==> config.mk <==
export PLATFORM = sky130hd
export DESIGN_NAME = swrl_ram
export DESIGN_NICKNAME = d
export VERILOG_FILES = /design/src/sv/swrl_ram.sv
export SDC_FILE = /design/constraint.sdc
export NUM_CORES = 1
export LEC_CHECK = 0
export BUFFER_PORTS_ARGS = -buffer_cell sky130_fd_sc_hd__buf_2
export CELL_PAD_IN_SITES_DETAIL_PLACEMENT = 0
export CELL_PAD_IN_SITES_GLOBAL_PLACEMENT = 1
export CORE_AREA = 3 3 182 255
export DETAILED_ROUTE_END_ITERATION = 16
export DIE_AREA = 0 0 185 258
export PLACE_DENSITY_LB_ADDON = 0.1
export SLEW_MARGIN = 10
export SYNTH_ARGS = -nofsm -noshare
export SYNTH_HDL_FRONTEND = slang
export SYNTH_SLANG_ARGS = --single-unit
==> constraint.sdc <==
create_clock -name clk_i -period 4.7 [get_ports clk_i]
set_clock_uncertainty 0.2 [all_clocks]
set_input_delay 0.235 -clock clk_i [delete_from_list [all_inputs] [get_ports clk_i]]
set_output_delay 0.235 -clock clk_i [all_outputs]
set_load 0.01 [all_outputs]
==> src/sv/swrl_ram.sv <==
// Generic single-write, single-read RAM with registered read data.
`default_nettype none

module swrl_ram #(
  parameter int WIDTH = 32,
  parameter int DEPTH = 16
) (
  input  wire logic                                   clk_i,
  input  wire logic                                   we_i,
  input  wire logic [(DEPTH > 1 ? $clog2(DEPTH) : 1)-1:0] waddr_i,
  input  wire logic [WIDTH-1:0]                       wdata_i,
  input  wire logic [(DEPTH > 1 ? $clog2(DEPTH) : 1)-1:0] raddr_i,
  output logic      [WIDTH-1:0]                       rdata_o
);

  logic [WIDTH-1:0] mem_q [DEPTH];

  // Write port.
  always_ff @(posedge clk_i) begin
    if (we_i) begin
      mem_q[waddr_i] <= wdata_i;
    end
  end

  // Registered read port.
  always_ff @(posedge clk_i) begin
    rdata_o <= mem_q[raddr_i];
  end

endmodule

`default_nettype wire

==> reports/metrics.cfg, run 1 <==
[outcome]
status = finished, final reports clean

[route]
dr_wl_met3_um = 2260
drt_iter0_markers = 787
top_layer = met4
drtPass1Iterations = 5
ant_nets = 0
avgViaCountPerCell = 5.73
dr_total_vias = 9044
drc = 0
wire_per_inst_um = 27.9
finalWirelength_um = 44100
wl_met2_um = 22100
wl_met1_um = 19000

[critical_path]
critPathCaptureType = register
worstSetupStartpointType = input pin
crit_required_ns = 4.94
critPathKind = input pin to register
cp_max_fo = 68
cp.arrival_ns = 2.23

[cts]
cts_tree = done
clock_path_buffers = 3
cts.clk_slew.worst_paths_ns = 0.06
cts.repair.resized = 0
clkLatencyLatePin_ns = 0.56
cts-root-buf = clkbuf_16
cts_sinks = 544
numCtsBuffers = 52
cts_htree_levels = 2

[timing]
fin_crit_sh_pct = 42.2
final-setup-viol-count = 0
slew_headroom_pct = 40.6
worstMarginPinSlew_ns = 0.891
period_minus_slack_ns = 1.99
slew_violations = 0
setup_tns_ns = 0
fmax_mhz = 504
grt_setup_unrepaired = no
whs_ns = 0.0706
hold_viol_final = 0

[placement]
portBuffers = 73
gp_congestion = 0.694
dp_hpwl_um = 21500

[synthesis]
synthCells = 838
syn_area_um2 = 19900
synth.distinct_cells = 18
syn-num-nets = 880
ys_warn_count = 0
yosys_register_bits = 544
ys_seq_area_share_pct = 80.7
syn-mean-instance-area_um2 = 23.7

[grt]
grt_overflow_total = 0
grt_pass1_vias = 9661
antenna_found_initial = 0
grt_max_degree = 82
grt_pass1_wl_um = 64800
track_usage_pct = 18.9

[floorplan]
core_area_um2 = 44200
die_x_um = 185
start_util_pct = 44.9
die_h_um = 258
num_rows = 91
num_io_pins = 74
die_area_um2 = 47700

[final_layout]
final_common_cell = edfxtp_1
diodes = 0
final_layout_size_suffix_gt1_share_pct = 31.8
most-common-layout-cells = edfxtp_1 (512), mux4_2 (128), buf_2 (71)
syn_to_final_growth_pct = 16.6
fin_nets = 1021

[power_and_ir_drop]
powerDensity_nw_per_um2 = 444
leakagePower_uw = 0.00747
power_uw = 10300
ir_drop_uv = 242

[flow_run]
max_cap_violations = 0

[min_path]
hold_path_class = input pin to register

[worst paths after layout]
check | start | depth (start not counted) | to | slack [ns]
worst max-delay path | raddr_i[0] | 5 | rdata_o[3]$_DFF_P_ | 2.71
worst min-delay path | raddr_i[3] | 4 | rdata_o[5]$_DFF_P_ | 0.07
worst max register to register | mem_q[3][23]$_DFFE_PP_ | 3 | rdata_o[23]$_DFF_P_ | 3.17
worst min register to register | mem_q[14][29]$_DFFE_PP_ | 3 | rdata_o[29]$_DFF_P_ | 0.47
[repair_timing]
| action | CTS | global route |
|---|---|---|
| hold endpoints to repair | 512 | 0 |
| hold buffers | 32 | 0 |
| buffers inserted | 0 | 0 |
[synth_stat cells (all sizes together)]
cell / n / share of area, %
nor2: 13 / 0.25
nand2b: 2 / 0.063
dfxtp: 32 / 3.2
nor3: 4 / 0.10
mux4: 128 / 15
and2: 1 / 0.032
nand3b: 2 / 0.076
nor2b: 2 / 0.063
nand3: 1 / 0.025
or3b: 1 / 0.044
buf: 26 / 0.80
a22oi: 64 / 2.4
nand2: 33 / 0.62
clkbuf: 17 / 0.32
edfxtp: 512 / 77
[cells by family (layout without fill, tap and decap cells)]
| kind of cell | count (synthesis) | in the layout | share of synthesized area [%] |
|---|---|---|---|
| AND/OR/NAND/NOR | 59 | 59 | 1.27 |
| flip-flops | 544 | 544 | 80.7 |
| multiplexers | 128 | 128 | 14.5 |
| buffers and inverters | 43 | 226 | 1.12 |
| AO/OA/AOI/OAI | 64 | 64 | 2.42 |
[critical path, cell delays in order]
cell	delay (ns)
clkbuf_8	0.67
buf_12	0.44
mux4_2	0.55
a22oi_1	0.21
nand2_1	0.09
[metal layers]
metal	vias up	GRT usage [%]
li1	3847	-
met1	4896	27.5
met2	251	30.6
met3	50	3.14
met4	0	4.28
met5	-	0
[layout make-up]
type | instances | area [um2]
Clock buffer | 65 | 1410
Tap cell | 558 | 698
Fill cell | 3402 | 21000
Multi-Input combinational cell | 251 | 3750
Clock inverter | 31 | 377
Sequential cell | 544 | 16000
Timing Repair Buffer | 130 | 910
[where the power goes]
group	switching [uW]	leakage (uW)	internal, uW
sequential	31.5	0.00489	5420
combinational	287	0.00170	209
clock	1730	0.000872	2610
total	2050	0.00747	8250
[registers in the layout, summed over array words and instances, names as in the netlist]
| name | flops |
|---|---|
| mem_q | 512 |
| rdata_o | 32 |
[through the flow]
stage	cells	cell area, um2	setup slack, ns	util [%]
floorplan	838	19900	1.09	-
global placement	1451	21100	2.05	47.7
detailed placement	1451	21100	2.01	47.7
CTS	1579	23200	2.63	52.4
global route	1579	23200	2.47	52.4
finish	1579	23200	2.71	52.4
No activity file was read; power rests on OpenSTA's default activity.
==> run 2, diff against run 1 <==
Settings changed: ABC_AREA set to 1, CORE_AREA 3 3 182 255 to 3 3 194 272, DIE_AREA 0 0 185 258 to 0 0 197 275.
Clock period 4.7 ns to 1.62 ns, I/O delays scaled along.
==> reports/metrics.cfg, run 2 <==
[route]
drt_iter0_markers = 938
ant_nets = 0
drtPass1Iterations = 5
drc = 0
finalWirelength_um = 59100
wire_per_inst_um = 20.0
dr_total_vias = 14800
avgViaCountPerCell = 5.02

[synthesis]
synthTopCellsByArea = edfxtp_1 (68%), nand2_1 (11%), nand3_1 (8.5%), inv_1 (6.4%), dfxtp_1 (2.8%)
synth_ff_type = edfxtp_1
ys_seq_area_share_pct = 70.5
syn_area_um2 = 22700
synth.distinct_cells = 15
ys_warn_count = 0
yosys.cell_count.top_type = nand2_1
yosysTopAreaCell = edfxtp_1
syn-num-nets = 2162
syn-mean-instance-area_um2 = 10.7
synth-async-reset-ratio_pct = 0
synth_top_area_share_pct = 67.6
synthCells = 2120
synthTopCellsByCount = nand2_1 (677), edfxtp_1 (512), inv_1 (388)
yosys_register_bits = 544
synth_edf_count = 512

[placement]
place_area_um2 = 24600
portBuffers = 73
dp_hpwl_um = 34300
gp_congestion = 0.777

[grt]
antenna_found_initial = 0
track_usage_pct = 22.2
grt_pass1_vias = 14900
grt_pass1_wl_um = 90300
grt_max_degree = 71
grt_overflow_total = 0

[timing]
worstMarginPinSlew_ns = 0.440
hold_viol_final = 0
fmax_mhz = 661
final-setup-viol-count = 0
grt_setup_unrepaired = no
period_minus_slack_ns = 1.51
whs_ns = 0.0317
slew_violations = 0
fin_crit_sh_pct = 93.4
slew_headroom_pct = 70.7

[floorplan]
die_h_um = 275
start_util_pct = 44.8
num_io_pins = 74
die_area_um2 = 54200
die_x_um = 197
num_rows = 98
core_area_um2 = 50800

[min_path]
hold_depth = 5
hold_start = we_i
whs_endpoint = mem_q[2][13]$_DFFE_PP_
hold_path_class = input pin to register

[power_and_ir_drop]
leakagePower_uw = 0.0113
powerDensity_nw_per_um2 = 1120
clock_power_share_pct = 39.5
ir_drop_uv = 880
power_frac_comb_pct = 7.2
power.internal_uw = 23000
p_seq_share_pct = 53.2
p_sw_share_pct = 22.5
p_sw_uw = 6680

[final_layout]
final_layout_size_suffix_gt1_share_pct = 10.5
final_common_cell = nand2_1
max_flop_register = mem_q
diodes = 0
largest_register_ffs = 512
fin_nets = 2303
reg_top3 = mem_q x512, rdata_o x32
design_area_um2 = 26600
fillCellCount = 4512
most-common-layout-cells = nand2_1 (677), edfxtp_1 (512), inv_1 (386)
syn_to_final_growth_pct = 16.9

[critical_path]
cp.arrival_ns = 1.85
worstSetupStartpointType = input pin
cp_max_fo = 28
critPathKind = input pin to register
regToRegEndpoint = rdata_o[28]$_DFF_P_
rrSetupSlack_ns = 0.34
ff2ff_path_depth = 6
crit_required_ns = 1.96
critPathCaptureType = register
rr_startpoint = mem_q[1][28]$_DFFE_PP_

[cts]
cts_htree_levels = 2
numCtsBuffers = 53
clkLatencyLatePin_ns = 0.60
cts_sinks = 544
clock_path_buffers = 3
cts.repair.resized = 0
cts.clk_slew.worst_paths_ns = 0.07
cts_tree = done
cts-root-buf = clkbuf_16

[outcome]
status = finished, final reports clean

[flow_run]
max_cap_violations = 0

run 2: area by class of cell:
type | count | area (um2) | share of cell area (%)
Tap cell | 650 | 813 | 3.06
Inverter | 390 | 1470 | 5.55
Clock inverter | 26 | 164 | 0.617
Timing Repair Buffer | 191 | 1970 | 7.41
Clock buffer | 74 | 1470 | 5.52
Sequential cell | 544 | 16000 | 60.3
Multi-Input combinational cell | 1081 | 4670 | 17.6
run 2: critical path, cell delays in order:
cell and delay [ns]:
dlygate4sd3_1 0.54, clkbuf_8 0.18, inv_8 0.12, buf_12 0.20, buf_4 0.21, nand2_1 0.07
nand2_1 0.06, nand2_1 0.05, nand3_1 0.09, nand3_1 0.13, nand2_1 0.09
run 2: how the worst max path moves through the flow:
stage | endpoint | slack, ns | from
global placement | mem_q[10][30]$_DFFE_PP_ | 0.008 | waddr_i[0]
detailed placement | mem_q[10][30]$_DFFE_PP_ | 0.04 | waddr_i[0]
CTS | rdata_o[13] | 0.09 | rdata_o[13]$_DFF_P_
finish | rdata_o[23]$_DFF_P_ | 0.11 | raddr_i[0]
global route | rdata_o[23]$_DFF_P_ | 0.01 | raddr_i[0]
floorplan | mem_q[10][0]$_DFFE_PP_ | -0.19 | waddr_i[2]
run 2: through the flow:
stage / TNS, ns / total power, uW / cells / setup WS (ns) / util (%)
after detailed placement: 0 / 18200 / 2820 / 0.0354 / 48.4
after global placement: 0 / 18200 / 2820 / 0.00840 / 48.4
after floorplan: -81.41 / 17200 / 2120 / -0.194 / -
final: 0 / 29700 / 2956 / 0.106 / 52.3
after global routing: 0 / 30800 / 2956 / 0.0147 / 52.3
after CTS: 0 / 30100 / 2956 / 0.0903 / 52.3
run 2: power groups by stage:
stage	Clock, uW	Combinational (uW)	Sequential, uW
6_report	11700	2150	15800
5_1_grt	12500	2390	15800
4_1_cts	12100	2200	15800
3_5_place_dp	0	2120	16100
3_3_place_gp	0	2110	16100
2_1_floorplan	0	1080	16200
run 2: layer usage:
layer  up-vias  wire (um)  track usage (%)
met5         -          0                0
met3        93       2490             2.72
met4         0       1430             6.29
met1      7290      25400             29.4
met2       320      29800             38.8
li1       7131          -                -
run 2: repair_timing:
action,4_1_cts,5_1_grt
hold buffers,36,0
buffers inserted,0,0
endpoints found under the hold margin,544,0
run 2: cell families (layout without fill, tap and decap cells):
logic type	after synthesis	in the layout	share of synthesized area [%]
and+or+nand+nor	1081	1081	20.0
DFF	544	544	70.5
buffers and inverters	495	681	9.54
==> run 3, diff against run 2 <==
Settings changed: CAP_MARGIN set to 20, CORE_AREA 3 3 194 272 to 3 3 185 259, DIE_AREA 0 0 197 275 to 0 0 188 262.
Clock period 1.62 ns to 1.85 ns, I/O delays scaled along.
==> reports/metrics.cfg, run 3 (synthesis results as in run 2) <==
[placement]
pre_cts_slack_ns = 0.135
place_area_um2 = 24300
gp_congestion = 0.788
portBuffers = 73
dp_hpwl_um = 33300

[critical_path]
crit_path_cell_trace = dlygate4sd3_1 -> buf_4 -> buf_12 -> nand3_1 -> nand3_1 -> dlygate4sd3_1 -> nand2_1
cp_max_fo = 64
rr_startpoint = mem_q[5][25]$_DFFE_PP_
critPathCaptureType = register
crit_slowest_cell = dlygate4sd3_1
worstSetupStartpointType = input pin
critPathKind = input pin to register
cp.arrival_ns = 1.98
crit_required_ns = 2.12
rrSetupSlack_ns = 0.22
regToRegEndpoint = rdata_o[25]$_DFF_P_
ff2ff_path_depth = 7
cp_slowest_stage_delay_ns = 0.56

[cts]
cts.clk_slew.worst_paths_ns = 0.06
cts_sinks = 544
clock_path_buffers = 3
numCtsBuffers = 51
clkLatencyLatePin_ns = 0.57
cts_htree_levels = 2
hold_buffers = 40
post_cts_buffers = 0
cts_tree = done
cts-root-buf = clkbuf_16
cts.repair.resized = 0

[timing]
fin_ws_ns = 0.135
period_minus_slack_ns = 1.72
slew_headroom_pct = 61.8
slew_violations = 0
grt_setup_unrepaired = no
whs_ns = 0.0241
hold_viol_final = 0
final-setup-viol-count = 0
fmax_mhz = 583
worstMarginPinSlew_ns = 0.573
fin_crit_sh_pct = 92.7

[power_and_ir_drop]
leakagePower_uw = 0.0112
powerDensity_nw_per_um2 = 985
ir_drop_uv = 806

[grt]
grt_overflow_total = 0
grt_pass1_vias = 14400
grt_max_degree = 83
track_usage_pct = 23.3
antenna_found_initial = 1
grt_pass1_wl_um = 86600

[min_path]
hold_start = raddr_i[1]
hold_path_class = input pin to register
hold_depth = 6
whs_endpoint = rdata_o[20]$_DFF_P_

[route]
drt_iter0_markers = 856
avgViaCountPerCell = 5.02
drtPass1Iterations = 5
ant_nets = 0
wire_per_inst_um = 19.7
dr_total_vias = 14600
drc = 0
finalWirelength_um = 57400

[floorplan]
die_h_um = 262
num_rows = 93
core_area_um2 = 46000
start_util_pct = 49.5
die_area_um2 = 49300
num_io_pins = 74
die_x_um = 188

[final_layout]
final_layout_size_suffix_gt1_share_pct = 10.3
design_area_um2 = 26300
final_common_cell = nand2_1
fin_nets = 2294
largest_register_ffs = 512
reg_top3 = mem_q x512, rdata_o x32
post-route-util_pct = 57.3
most-common-layout-cells = nand2_1 (677), edfxtp_1 (512), inv_1 (386)
fillCellCount = 3897
max_flop_register = mem_q
syn_to_final_growth_pct = 15.8

[outcome]
status = finished, final reports clean

[flow_run]
max_cap_violations = 0

==> run 3: cell types whose count changed in the layout (fill, tap and decap cells not counted), sizes merged <==
cell	change
buf	-11
clkbuf	+2
clkinv	-7
diode	+1
dlygate4sd3	+4
==> run 3: worst max-delay path by stage <==
stage	from	to
3_5_place_dp	raddr_i[0]	rdata_o[16]$_DFF_P_
4_1_cts	raddr_i[2]	rdata_o[25]$_DFF_P_
3_3_place_gp	raddr_i[0]	rdata_o[16]$_DFF_P_
5_1_grt	mem_q[4][25]$_DFFE_PP_	rdata_o[25]$_DFF_P_
2_1_floorplan	waddr_i[2]	mem_q[10][0]$_DFFE_PP_
6_report	raddr_i[2]	rdata_o[25]$_DFF_P_
==> run 3: layer usage <==
| layer | vias up | global-route usage [%] | share of wire, % |
|---|---|---|---|
| met3 | 102 | 2.82 | 4.3 |
| li1 | 7104 | - | - |
| met5 | - | 0 | 0.012 |
| met2 | 351 | 42.3 | 52 |
| met4 | 2 | 7.92 | 3.2 |
| met1 | 7051 | 29.1 | 40 |
==> run 3: final cells by class <==
class / instances / area, um2 / share of cell area, %
Timing Repair Buffer: 184 / 1750 / 6.65
Sequential cell: 544 / 16000 / 60.9
Antenna cell: 1 / 2.50 / 0.00951
Inverter: 390 / 1470 / 5.60
Clock buffer: 76 / 1480 / 5.63
Multi-Input combinational cell: 1081 / 4670 / 17.7
Clock inverter: 19 / 151 / 0.575
Tap cell: 617 / 772 / 2.93
==> run 3: worst max-delay path: cells and delay by family <==
family | cells | cell delay, ns
buffers and inverters | 4 | 1.56
AND/OR/NAND/NOR | 3 | 0.29
==> run 3: where the power goes <==
part | internal (uW) | switching, uW
Clock | 5810 | 4420
Sequential | 13800 | 92.2
Combinational | 584 | 1240
Total | 20200 | 5750
==> run 3: per-stage QoR <==
step	instances	TNS [ns]	total power, uW
after floorplan	2120	-139.15	15100
after global placement	2776	0	15900
after detailed placement	2776	0	15900
after CTS	2911	0	26200
after global routing	2911	0	26800
final	2912	0	25900
